`src/design/ggc_pkg.sv`:
```
// ----------------------------------------------------------------------------
// ggc_pkg: shared types and constants for the graph coloring block
// Item kinds, field widths, and the command/status bundles that join the
// controller and the datapath.
// ----------------------------------------------------------------------------
`default_nettype none

package ggc_pkg;

   // Field widths fixed by the item format
   localparam int VID_W        = 5;   // vertex number
   localparam int COLOR_W      = 5;   // color number
   localparam int KIND_W       = 2;   // item kind
   localparam int CNT_W        = 6;   // vertex count register
   localparam int NUM_COLORS   = 32;  // colors a 5-bit field can name
   localparam int RESULT_LIMIT = 32;  // most results one run may give

   localparam logic [CNT_W-1:0] CNT_RESET = 6'd32;

   // Item kinds
   localparam logic [KIND_W-1:0] KIND_CLEAR = 2'd0;
   localparam logic [KIND_W-1:0] KIND_EDGE  = 2'd1;
   localparam logic [KIND_W-1:0] KIND_COLOR = 2'd2;

   // Adjacency read address select
   typedef enum logic [1:0] {
      RD_FIRST = 2'd0,   // row of vertex 0
      RD_NEXT  = 2'd1,   // row of the vertex after the current one
      RD_FROM  = 2'd2,   // row of the first edge end
      RD_TO    = 2'd3    // row of the edge_to end
   } rd_sel_type;

   // Controller to datapath
   typedef struct packed {
      logic       load_req;   // capture the edge ends of an accepted item
      logic       clear;      // empty the adjacency matrix
      logic       run_start;  // restart the vertex counter and colored mask
      logic       rd_en;      // read one adjacency row
      rd_sel_type rd_sel;
      logic       wr_en;      // write one adjacency row
      logic       wr_to;      // 0: row of first end, 1: row of second end
      logic       emit;       // color the current vertex and load the result
   } cmd_type;

   // Datapath to controller
   typedef struct packed {
      logic edge_ok;   // captured edge is not a self-loop and is in range
      logic n_zero;    // no vertex takes part in a run
      logic is_last;   // current vertex is the final one of the run
   } status_type;

endpackage

`default_nettype wire

```
`src/design/ggc_chan_if.sv`:
```
// ----------------------------------------------------------------------------
// ggc_chan_if: valid/ready channels of the graph coloring block
// Request, response and register-write channels, each with a source and a
// sink modport.
// ----------------------------------------------------------------------------
`default_nettype none

interface ggc_req_if;
   logic                        valid;
   logic                        ready;
   logic [ggc_pkg::KIND_W-1:0]  kind;
   logic [ggc_pkg::VID_W-1:0]   edge_from;
   logic [ggc_pkg::VID_W-1:0]   edge_to;

   modport source (output valid, output kind, output edge_from, output edge_to,
                   input ready);
   modport sink   (input valid, input kind, input edge_from, input edge_to,
                   output ready);
endinterface

interface ggc_rsp_if;
   logic                        valid;
   logic                        ready;
   logic [ggc_pkg::VID_W-1:0]   vertex;
   logic [ggc_pkg::COLOR_W-1:0] color;
   logic                        last;

   modport source (output valid, output vertex, output color, output last,
                   input ready);
   modport sink   (input valid, input vertex, input color, input last,
                   output ready);
endinterface

interface ggc_csr_if;
   logic                        valid;
   logic                        ready;
   logic [ggc_pkg::CNT_W-1:0]   vertex_count;

   modport source (output valid, output vertex_count, input ready);
   modport sink   (input valid, input vertex_count, output ready);
endinterface

`default_nettype wire

```
`src/design/ggc_ctrl.sv`:
```
// ----------------------------------------------------------------------------
// ggc_ctrl: sequencer of the graph coloring block
// Decodes accepted items, steps the edge read-modify-write and the coloring
// run, and owns the response valid flag.
// ----------------------------------------------------------------------------
`default_nettype none

module ggc_ctrl (
   input  logic                       clock,
   input  logic                       reset,
   input  logic                       req_valid,
   input  logic [ggc_pkg::KIND_W-1:0] req_kind,
   output logic                       req_ready,
   output logic                       rsp_valid,
   input  logic                       rsp_ready,
   input  ggc_pkg::status_type        st,
   output ggc_pkg::cmd_type           cmd
);

   typedef enum logic [4:0] {
      ST_IDLE    = 5'b00001,
      ST_EDGE_RD = 5'b00010,
      ST_EDGE_WA = 5'b00100,
      ST_EDGE_WB = 5'b01000,
      ST_RUN     = 5'b10000
   } state_type;

   state_type state_ff, state_in;
   logic      rsp_vld_ff, rsp_vld_in;
   logic      slot_free;

   // Result register can take a new result this cycle
   assign slot_free = !rsp_vld_ff || rsp_ready;
   assign req_ready = (state_ff == ST_IDLE);
   assign rsp_valid = rsp_vld_ff;

   // Next state and commands
   always_comb begin
      cmd      = '0;
      state_in = state_ff;
      unique case (state_ff)
         ST_IDLE: begin
            if (req_valid) begin
               cmd.load_req = 1'b1;
               unique case (req_kind)
                  ggc_pkg::KIND_CLEAR: begin
                     cmd.clear = 1'b1;
                  end
                  ggc_pkg::KIND_EDGE: begin
                     state_in = ST_EDGE_RD;
                  end
                  ggc_pkg::KIND_COLOR: begin
                     if (!st.n_zero) begin
                        cmd.run_start = 1'b1;
                        cmd.rd_en     = 1'b1;
                        cmd.rd_sel    = ggc_pkg::RD_FIRST;
                        state_in      = ST_RUN;
                     end
                  end
                  default: ;  // unused kind: drop
               endcase
            end
         end
         ST_EDGE_RD: begin
            if (st.edge_ok) begin
               cmd.rd_en  = 1'b1;
               cmd.rd_sel = ggc_pkg::RD_FROM;
               state_in   = ST_EDGE_WA;
            end else begin
               state_in = ST_IDLE;
            end
         end
         ST_EDGE_WA: begin
            // write first row, fetch second row
            cmd.wr_en  = 1'b1;
            cmd.wr_to  = 1'b0;
            cmd.rd_en  = 1'b1;
            cmd.rd_sel = ggc_pkg::RD_TO;
            state_in   = ST_EDGE_WB;
         end
         ST_EDGE_WB: begin
            cmd.wr_en = 1'b1;
            cmd.wr_to = 1'b1;
            state_in  = ST_IDLE;
         end
         ST_RUN: begin
            // one vertex per cycle while the result register drains
            if (slot_free) begin
               cmd.emit = 1'b1;
               if (st.is_last) begin
                  state_in = ST_IDLE;
               end else begin
                  cmd.rd_en  = 1'b1;
                  cmd.rd_sel = ggc_pkg::RD_NEXT;
               end
            end
         end
         default: begin
            state_in = ST_IDLE;
         end
      endcase
   end

   // Response valid: set on emit, drop on transfer
   always_comb begin
      if (cmd.emit) begin
         rsp_vld_in = 1'b1;
      end else if (rsp_ready) begin
         rsp_vld_in = 1'b0;
      end else begin
         rsp_vld_in = rsp_vld_ff;
      end
   end

   always_ff @(posedge clock) begin
      if (reset) begin
         state_ff   <= ST_IDLE;
         rsp_vld_ff <= 1'b0;
      end else begin
         state_ff   <= state_in;
         rsp_vld_ff <= rsp_vld_in;
      end
   end

endmodule

`default_nettype wire

```
`src/design/ggc_dpath.sv`:
```
// ----------------------------------------------------------------------------
// ggc_dpath: datapath of the graph coloring block
// Adjacency row memory with per-row valid bits, vertex color store,
// colored mask, first-fit color pick and the result register.
// ----------------------------------------------------------------------------
`default_nettype none

module ggc_dpath #(
   parameter int MAX_VERTICES = 32
) (
   input  logic                        clock,
   input  logic                        reset,
   input  logic [ggc_pkg::VID_W-1:0]   req_edge_from,
   input  logic [ggc_pkg::VID_W-1:0]   req_edge_to,
   input  logic                        csr_valid,
   input  logic [ggc_pkg::CNT_W-1:0]   csr_vertex_count,
   input  ggc_pkg::cmd_type            cmd,
   output ggc_pkg::status_type         st,
   output logic [ggc_pkg::VID_W-1:0]   rsp_vertex,
   output logic [ggc_pkg::COLOR_W-1:0] rsp_color,
   output logic                        rsp_last
);

   localparam int VW  = $clog2(MAX_VERTICES);
   localparam int LIM = (MAX_VERTICES < ggc_pkg::RESULT_LIMIT) ?
                        MAX_VERTICES : ggc_pkg::RESULT_LIMIT;
   localparam logic [MAX_VERTICES-1:0] ROW_ONE = MAX_VERTICES'(1);
   localparam logic [ggc_pkg::NUM_COLORS-1:0] COLOR_ONE = ggc_pkg::NUM_COLORS'(1);

   // Registers
   logic [ggc_pkg::VID_W-1:0]   from_ff, to_ff;
   logic [ggc_pkg::CNT_W-1:0]   count_ff;
   logic [ggc_pkg::CNT_W-1:0]   u_ff;
   logic [MAX_VERTICES-1:0]     adj_mem [MAX_VERTICES];
   logic [MAX_VERTICES-1:0]     row_vld_ff;
   logic [MAX_VERTICES-1:0]     rd_row_ff;
   logic                        rd_vld_ff;
   logic [MAX_VERTICES-1:0]     colored_ff;
   logic [ggc_pkg::COLOR_W-1:0] vcol_ff [MAX_VERTICES];
   logic [ggc_pkg::VID_W-1:0]   rsp_vertex_ff;
   logic [ggc_pkg::COLOR_W-1:0] rsp_color_ff;
   logic                        rsp_last_ff;

   // Combinational
   logic [ggc_pkg::CNT_W-1:0]      n_eff;
   logic [ggc_pkg::CNT_W-1:0]      u_next;
   logic [VW-1:0]                  from_idx, to_idx, u_idx, next_idx;
   logic [VW-1:0]                  rd_addr, wr_addr;
   logic [MAX_VERTICES-1:0]        row_eff, wr_data, nb;
   logic [ggc_pkg::NUM_COLORS-1:0] used, free, low;
   logic [ggc_pkg::COLOR_W-1:0]    color_new;

   // Capture edge ends of an accepted item
   always_ff @(posedge clock) begin
      if (cmd.load_req) begin
         from_ff <= req_edge_from;
         to_ff   <= req_edge_to;
      end
   end

   // Vertex count register
   always_ff @(posedge clock) begin
      if (reset) begin
         count_ff <= ggc_pkg::CNT_RESET;
      end else if (csr_valid) begin
         count_ff <= csr_vertex_count;
      end
   end

   // Saturate the count to the rows that exist
   assign n_eff  = (int'(count_ff) > LIM) ? ggc_pkg::CNT_W'(LIM) : count_ff;
   assign u_next = u_ff + 1'b1;

   assign from_idx = VW'(from_ff);
   assign to_idx   = VW'(to_ff);
   assign u_idx    = VW'(u_ff);
   assign next_idx = VW'(u_next);

   assign st.edge_ok = (from_ff != to_ff) && (int'(from_ff) < MAX_VERTICES) &&
                       (int'(to_ff) < MAX_VERTICES);
   assign st.n_zero  = (n_eff == '0);
   assign st.is_last = (u_next == n_eff);

   // Read address select
   always_comb begin
      unique case (cmd.rd_sel)
         ggc_pkg::RD_FIRST: rd_addr = '0;
         ggc_pkg::RD_NEXT:  rd_addr = next_idx;
         ggc_pkg::RD_FROM:  rd_addr = from_idx;
         ggc_pkg::RD_TO:    rd_addr = to_idx;
      endcase
   end

   // Row that was read; a row not written since the last clear reads as empty
   assign row_eff = rd_vld_ff ? rd_row_ff : '0;

   // Edge update: set the other end's bit in the row just read
   assign wr_addr = cmd.wr_to ? to_idx : from_idx;
   assign wr_data = row_eff | (ROW_ONE << (cmd.wr_to ? from_ff : to_ff));

   // Adjacency memory: one write and one registered read a cycle
   always_ff @(posedge clock) begin
      if (cmd.wr_en) begin
         adj_mem[wr_addr] <= wr_data;
      end
      if (cmd.rd_en) begin
         rd_row_ff <= adj_mem[rd_addr];
         rd_vld_ff <= row_vld_ff[rd_addr];
      end
   end

   // Row valid bits: clear empties the whole matrix at once
   always_ff @(posedge clock) begin
      if (reset || cmd.clear) begin
         row_vld_ff <= '0;
      end else if (cmd.wr_en) begin
         row_vld_ff[wr_addr] <= 1'b1;
      end
   end

   // Mark colors of already-colored neighbours
   assign nb = row_eff & colored_ff;

   always_comb begin
      used = '0;
      for (int v = 0; v < MAX_VERTICES; v++) begin
         if (nb[v]) begin
            used = used | (COLOR_ONE << vcol_ff[v]);
         end
      end
   end

   // Lowest free color: isolate the lowest set bit, then encode it
   assign free = ~used;
   assign low  = free & (~free + 1'b1);

   always_comb begin
      color_new = '0;
      for (int i = 0; i < ggc_pkg::NUM_COLORS; i++) begin
         if (low[i]) begin
            color_new = color_new | ggc_pkg::COLOR_W'(i);
         end
      end
   end

   // Vertex counter and colored mask
   always_ff @(posedge clock) begin
      if (reset) begin
         u_ff       <= '0;
         colored_ff <= '0;
      end else if (cmd.run_start) begin
         u_ff       <= '0;
         colored_ff <= '0;
      end else if (cmd.emit) begin
         u_ff              <= u_next;
         colored_ff[u_idx] <= 1'b1;
      end
   end

   // Color store and result register
   always_ff @(posedge clock) begin
      if (cmd.emit) begin
         vcol_ff[u_idx] <= color_new;
         rsp_vertex_ff  <= u_ff[ggc_pkg::VID_W-1:0];
         rsp_color_ff   <= color_new;
         rsp_last_ff    <= st.is_last;
      end
   end

   assign rsp_vertex = rsp_vertex_ff;
   assign rsp_color  = rsp_color_ff;
   assign rsp_last   = rsp_last_ff;

endmodule

`default_nettype wire

```
`src/design/greedy_graph_coloring_top.sv`:
```
// ----------------------------------------------------------------------------
// greedy_graph_coloring_top: first-fit coloring of a small undirected graph
// Holds the graph as an adjacency bit matrix and colors vertices in order.
// ----------------------------------------------------------------------------
// Usage:
//   req_ch carries one item per transfer: kind 0 empties the graph, kind 1
//   adds the undirected edge edge_from/edge_to (self-loops and vertices at or
//   above MAX_VERTICES are dropped), kind 2 colors vertices 0..n-1 with n the
//   vertex count, limited to MAX_VERTICES and 32. Kind 3 is dropped.
//   csr_ch writes the vertex count; write it only while the block is idle.
//   rsp_ch gives one transfer per vertex of a run: vertex, color, and last on
//   the final vertex. Clear and edge items give no response.
// Timing:
//   A clear is done as it is accepted. An edge goes through EDGE_RD, EDGE_WA
//   and EDGE_WB: a row read-modify-write on each end through the adjacency
//   memory's one read and one write port. A run reads row 0 on accept, then
//   one row per vertex, giving one result per cycle while the result register
//   drains. A stalled response holds in the result register and pauses the
//   run; the next item is taken once the final vertex is in that register.
// Reset: the graph is empty, the vertex count is 32, no response is pending.
// ----------------------------------------------------------------------------
`default_nettype none

module greedy_graph_coloring_top #(
   parameter int MAX_VERTICES = 32
) (
   input  logic      clock,
   input  logic      reset,
   ggc_req_if.sink   req_ch,
   ggc_rsp_if.source rsp_ch,
   ggc_csr_if.sink   csr_ch
);

   ggc_pkg::cmd_type    cmd;
   ggc_pkg::status_type st;

   // Register writes are always taken
   assign csr_ch.ready = 1'b1;

   ggc_ctrl u_ctrl (
      .clock     (clock),
      .reset     (reset),
      .req_valid (req_ch.valid),
      .req_kind  (req_ch.kind),
      .req_ready (req_ch.ready),
      .rsp_valid (rsp_ch.valid),
      .rsp_ready (rsp_ch.ready),
      .st        (st),
      .cmd       (cmd)
   );

   ggc_dpath #(
      .MAX_VERTICES (MAX_VERTICES)
   ) u_dpath (
      .clock            (clock),
      .reset            (reset),
      .req_edge_from    (req_ch.edge_from),
      .req_edge_to      (req_ch.edge_to),
      .csr_valid        (csr_ch.valid),
      .csr_vertex_count (csr_ch.vertex_count),
      .cmd              (cmd),
      .st               (st),
      .rsp_vertex       (rsp_ch.vertex),
      .rsp_color        (rsp_ch.color),
      .rsp_last         (rsp_ch.last)
   );

endmodule

`default_nettype wire

```
`src/flat_wrapper.sv`:
```
// flat-port wrapper written by rule: the top's interface ports become plain ports
module greedy_graph_coloring_top_flat 
#(
   parameter int MAX_VERTICES = 32
)
  (clock, reset, req_ch_valid, req_ch_kind, req_ch_edge_from, req_ch_edge_to, req_ch_ready, rsp_ch_valid, rsp_ch_vertex, rsp_ch_color, rsp_ch_last, rsp_ch_ready, csr_ch_valid, csr_ch_vertex_count, csr_ch_ready);
  ggc_req_if req_ch_i ();
  ggc_rsp_if rsp_ch_i ();
  ggc_csr_if csr_ch_i ();
  input  logic clock;
  input  logic reset;
  input wire logic [$bits(req_ch_i.valid)-1:0] req_ch_valid;
  input wire logic [$bits(req_ch_i.kind)-1:0] req_ch_kind;
  input wire logic [$bits(req_ch_i.edge_from)-1:0] req_ch_edge_from;
  input wire logic [$bits(req_ch_i.edge_to)-1:0] req_ch_edge_to;
  output wire logic [$bits(req_ch_i.ready)-1:0] req_ch_ready;
  output wire logic [$bits(rsp_ch_i.valid)-1:0] rsp_ch_valid;
  output wire logic [$bits(rsp_ch_i.vertex)-1:0] rsp_ch_vertex;
  output wire logic [$bits(rsp_ch_i.color)-1:0] rsp_ch_color;
  output wire logic [$bits(rsp_ch_i.last)-1:0] rsp_ch_last;
  input wire logic [$bits(rsp_ch_i.ready)-1:0] rsp_ch_ready;
  input wire logic [$bits(csr_ch_i.valid)-1:0] csr_ch_valid;
  input wire logic [$bits(csr_ch_i.vertex_count)-1:0] csr_ch_vertex_count;
  output wire logic [$bits(csr_ch_i.ready)-1:0] csr_ch_ready;
  assign req_ch_i.valid = req_ch_valid;
  assign req_ch_i.kind = req_ch_kind;
  assign req_ch_i.edge_from = req_ch_edge_from;
  assign req_ch_i.edge_to = req_ch_edge_to;
  assign req_ch_ready = req_ch_i.ready;
  assign rsp_ch_valid = rsp_ch_i.valid;
  assign rsp_ch_vertex = rsp_ch_i.vertex;
  assign rsp_ch_color = rsp_ch_i.color;
  assign rsp_ch_last = rsp_ch_i.last;
  assign rsp_ch_i.ready = rsp_ch_ready;
  assign csr_ch_i.valid = csr_ch_valid;
  assign csr_ch_i.vertex_count = csr_ch_vertex_count;
  assign csr_ch_ready = csr_ch_i.ready;
  greedy_graph_coloring_top #(.MAX_VERTICES(MAX_VERTICES)) u_core (.clock(clock), .reset(reset), .req_ch(req_ch_i), .rsp_ch(rsp_ch_i), .csr_ch(csr_ch_i));
endmodule
```
`config.mk`:
```
export PLATFORM = sky130hd
export DESIGN_NAME = greedy_graph_coloring_top_flat
export DESIGN_NICKNAME = d
export VERILOG_FILES = /design/src/design/ggc_pkg.sv /design/src/design/ggc_chan_if.sv /design/src/design/ggc_ctrl.sv /design/src/design/ggc_dpath.sv /design/src/design/greedy_graph_coloring_top.sv /design/src/flat_wrapper.sv
export SDC_FILE = /design/constraint.sdc
export NUM_CORES = 2
export LEC_CHECK = 0
export ABC_AREA = 1
export ABC_CLOCK_PERIOD_IN_PS = 10800
export BUFFER_PORTS_ARGS = -buffer_cell sky130_fd_sc_hd__buf_2
export CELL_PAD_IN_SITES_DETAIL_PLACEMENT = 1
export CELL_PAD_IN_SITES_GLOBAL_PLACEMENT = 1
export CORE_UTILIZATION = 53
export CTS_CLUSTER_DIAMETER = 80
export DETAILED_ROUTE_END_ITERATION = 6
export HOLD_SLACK_MARGIN = 0.1
export PLACE_DENSITY_LB_ADDON = 0.15
export SLEW_MARGIN = 20
export SYNTH_ARGS = -nofsm -noshare
export SYNTH_HDL_FRONTEND = slang
export SYNTH_SLANG_ARGS = --single-unit
```
`constraint.sdc`:
```
create_clock -name clock -period 10.8 [get_ports clock]
set_input_delay 1.08 -clock clock [delete_from_list [all_inputs] [get_ports clock]]
set_output_delay 1.08 -clock clock [all_outputs]
set_load 0.03 [all_outputs]
```
==> results of run 1 <==
==> cell families after synthesis <==
logic type	after synthesis	share of synthesized area
adders and majority gates	4	0.000728
AOI/OAI and AO/OA	235	0.0224
other	1	0.0000545
DFF	1320	0.564
xor gates and xnor gates	9	0.00126
buffers and inverters	1406	0.0858
and+or+nand+nor	4845	0.325
==> cells in the mapped netlist (30+ instances only) <==
library cell     n
nand3_1       1370
nor2_1         920
clkbuf_1       140
o21ai_0         76
buf_4           78
o22ai_1         30
inv_1          973
nand4_1        181
dfxtp_1         82
nor3_1          95
buf_2          154
nand3b_1       369
nand2_1       1805
edfxtp_1      1238
==> routing by layer <==
layer / overflow / GRT usage
met1: 0 / 0.805
met3: 0 / 0.672
met5: 0 / 0.486
met4: 14 / 0.764
met2: 6 / 0.918
==> through the flow <==
stage	std cells	utilization
CTS	9539	0.584
detailed placement	9283	0.549
global placement	9283	0.549
floorplan	7820	-
==> impl_results.md, run 1 <==
* Share of the synthesized area in the top cell type at 0.540
* Grt total ovfl at 20
* YS warnings at 0
* H-tree levels at 4
* CTS resizes at 0
* Placed Area at 70300 um^2
* Total Routing Usage GR at 0.794
* Routability Congestion at 1.17
* I/O Buffers at 35
* Hold Buf Count CTS at 0
* Die Height at 362 um
* CTS buffer count at 143
* IO Pins at 37
* Pin count of the biggest net entering global routing at 145
* Sequential share of the synthesized area at 0.564
* #FFs+latches synth at 1320
* Synth Net Count at 7847
* Root Driver: clkbuf_16
* Postcts setup bufs at 0
* Area contributors post-synth: edfxtp_1 54%, nand3_1 10%, nand2_1 9.8%
* Initial antenna violation count at 65
* Stop stage: 5_1_grt
* Outcome: did not finish
* Async SR Flop Fraction at 0
* Netlist Area Pre-Place at 68800 um^2
* Clk sinks at 1320
* Number of unique standard cell types used by synthesis at 61
* Syn_area_per_cell at 8.80 um^2
* Initial core utilization at 0.537
* Area leader, netlist: edfxtp_1
* Synth Flop Type: edfxtp_1
* Error message: [ERROR GRT-0232] Routing congestion too high. Check the congestion heatmap in the GUI.
* Rows at 131
* Dpl hpwl at 236000 um
* Clock buffer depth at 3
* Post-Synthesis Cells at 7820
* Number of synthesized flops with an enable pin at 1238
* Die W at 362 um
* Dpl ws at 4610 ps
==> run 2, diff against run 1 <==
--- a/config.mk
+++ b/config.mk
@@ -8,12 +8,8 @@
 export ABC_AREA = 1
 export ABC_CLOCK_PERIOD_IN_PS = 10800
 export BUFFER_PORTS_ARGS = -buffer_cell sky130_fd_sc_hd__buf_2
-export CELL_PAD_IN_SITES_DETAIL_PLACEMENT = 1
-export CELL_PAD_IN_SITES_GLOBAL_PLACEMENT = 1
-export CORE_UTILIZATION = 53
-export CTS_CLUSTER_DIAMETER = 80
+export CORE_UTILIZATION = 38
 export DETAILED_ROUTE_END_ITERATION = 6
-export HOLD_SLACK_MARGIN = 0.1
 export PLACE_DENSITY_LB_ADDON = 0.15
 export SLEW_MARGIN = 20
 export SYNTH_ARGS = -nofsm -noshare
==> run 2 against run 1 <==
Against the previous run:
- the run now ends clean
- area after synthesis did not move
- synthesized cell count unchanged
==> impl_results.md, run 2 <==
* Max Freq at 0.155 GHz
* Crit path DAT at 6910 ps
* CP Depth at 16
* Slew headroom at 0.0723
* IO Pins at 37
* Final min period at 6470 ps
* Final hold violation count at 0
* Crit path launch: u_core.u_dpath.rd_vld_ff
* Biggest regs: u_core.u_dpath.adj_mem (1024), u_core.u_dpath.vcol_ff (160)
* Peak supply drop at 0.000162 V
* Clk sinks at 1320
* Die area at 183000 um^2
* CTS buffer count at 152
* Via count at 58400
* DR iter-0 viols at 6763
* Slew @ Worst Pin at 1380 ps
* DRT Wirelength at 334000 um
* Final #Nets at 7770
* Min-delay src: req_ch_edge_from[4]
* Via density at 5.70
* Hold Crit Class: in -> reg
* Clock transition at the registers of the reported paths at 60 ps
* Share of the synthesized area in the top cell type at 0.540
* Fraction of final layout cells sized beyond drive strength 1 at 0.0741
* Area contributors post-synth: edfxtp_1 54%, nand3_1 10%, nand2_1 9.8%
* Rows at 155
* Critical Path Start Type: flip-flop
* Clock buffer depth at 3
* Pin count of the biggest net entering global routing at 200
* Most common cell after layout, fill and taps aside: nand2_1
* CTS tree: built
* CP max-delay cell: nor3_1
* Clock Latency Late Sink at 830 ps
* Post-route setup TNS at 0 ps
* RSZ-0062 raised after global routing: no
* Post-Synthesis Cells at 7820
* Async SR Flop Fraction at 0
* Max reg flops at 1024
* Wirelength per Cell at 32.6 um
* Hold WS at 432 ps
* Root Driver: clkbuf_16
* Dpl hpwl at 227000 um
* Max Slew Vio Count at 0
* Routability Congestion at 1.08
* #FFs+latches synth at 1320
* First-pass GRT wire length at 451000 um
* Crit path buffers/inverters at 3
* Grt total ovfl at 0
* Netlist Area Pre-Place at 68800 um^2
* Most frequent cells in the layout: 1803 x nand2_1, 1370 x nand3_1, 1238 x edfxtp_1, 970 x inv_1, 874 x nor2_1
* Most common cell in the netlist: nand2_1
* DRC viols at 0
* Initial core utilization at 0.384
* Vias in the first global route at 53700
* Maxcap violations at 0
* CP Data Required Time at 11250 ps
* Hold Buf Count CTS at 0
* Post-DRT Antenna Nets at 0
* Worst-path cell chain: buf_12 -> nand4_1 -> clkinv_1 -> nand2_1 -> nand2_1 -> nor3_1 -> nand2_1 -> nor2_1 -> nor2_1 -> nand2_1 -> nor3_4 -> nand3_1 -> nand2_1 -> nor2_1 -> nand2_1 -> buf_4
* RR Startpoint: u_core.u_dpath.rd_vld_ff
* Critical path type: reg -> reg
* Worst path max stage delay at 1120 ps
* I/O Buffers at 35
* Final setup fails at 0
* Postcts setup bufs at 0
* Hold depth at 1
* Power per cell area at 159 nW/um^2
* Synth Flop Type: edfxtp_1
* Cell with the most instances on the worst path: nand2_1
* Number of synthesized flops with an enable pin at 1238
* Total Routing Usage GR at 0.360
* Synth Net Count at 7847
* YS warnings at 0
* CTS resizes at 0
* Crit path max-delay family: simple AND/OR/NAND/NOR gates
* Initial antenna violation count at 20
* R2R cell count at 16
* Area leader, netlist: edfxtp_1
* Most flops, register: u_core.u_dpath.adj_mem
* Commonest cells post-synth: 1805 x nand2_1, 1370 x nand3_1, 1238 x edfxtp_1
* Syn_area_per_cell at 8.80 um^2
* Outcome: complete, no violations
* Initial DRT Pass Iterations at 7
* Die Height at 427 um
* Die W at 427 um
* Filler cell count at 17800
* Sequential share of the synthesized area at 0.564
* CP max FO at 98
* Leakage at 30.2 nW
* Core ar. at 179000 um^2
* Area grow syn2layout at 11.2%
* Number of unique standard cell types used by synthesis at 61
* Crit. End Element: flip-flop
* Final period utilization at 0.599
* Clk_skew at 63.5 ps
* H-tree levels at 4
run 2: cell counts after synthesis:
No cell type changed its count.
run 2: cell families after synthesis:
logic type,after synthesis,synth area share
compound gates,235,0.0224
xor+xnor,9,0.00126
fa+ha+maj,4,0.000728
buf+inv,1406,0.0858
flops,1320,0.564
other cells,1,0.0000545
simple gates,4845,0.325
run 2: per-layer routing:
layer	track usage	vias to the layer above	wire, um
met2	0.582	2754	155000
met4	0.270	12	29200
li1	-	26100	-
met3	0.0507	765	20000
met1	0.438	28800	129000
met5	0	-	97
run 2: path summary, 6_finish.rpt:
path                                                      to  slack, ps
worst max-delay path             u_core.u_dpath.rsp_color[1]       4330
worst min-delay path               u_core.u_dpath.from_ff[4]        430
worst max register to register   u_core.u_dpath.rsp_color[1]       4330
worst min register to register  u_core.u_dpath.row_vld_ff[2]        460
run 2: layout make-up:
cell class | count | area [um^2] | area share
inverters | 990 | 3740 | 0.0489
diodes | 9 | 22.5 | 0.000294
multi-input cells | 5094 | 24600 | 0.321
well taps | 2355 | 2950 | 0.0385
flip-flops and latches | 1320 | 38800 | 0.507
clock inverters | 96 | 1060 | 0.0139
clock buffers | 184 | 3970 | 0.0518
repair buffers | 185 | 1360 | 0.0178
run 2: report_power, final:
part / internal (mW) / switching [mW]
Sequential: 5.81 / 0.0817
Clock: 2.97 / 2.26
Combinational: 0.234 / 0.838
Total: 9.01 / 3.18
run 2: through the flow:
stage,util,worst slack (ps),instances,power (mW),instance area (um^2)
after global placement,0.399,4710,9942,7.06,71400
after CTS,0.427,4760,10200,12.3,76400
after detailed placement,0.399,4760,9942,7.06,71400
after floorplan,-,7140,7820,6.60,68800
after global routing,0.427,4390,10200,12.5,76500
final,0.427,4330,10200,12.2,76500
Note: power is estimated with default switching activity, not from simulation.
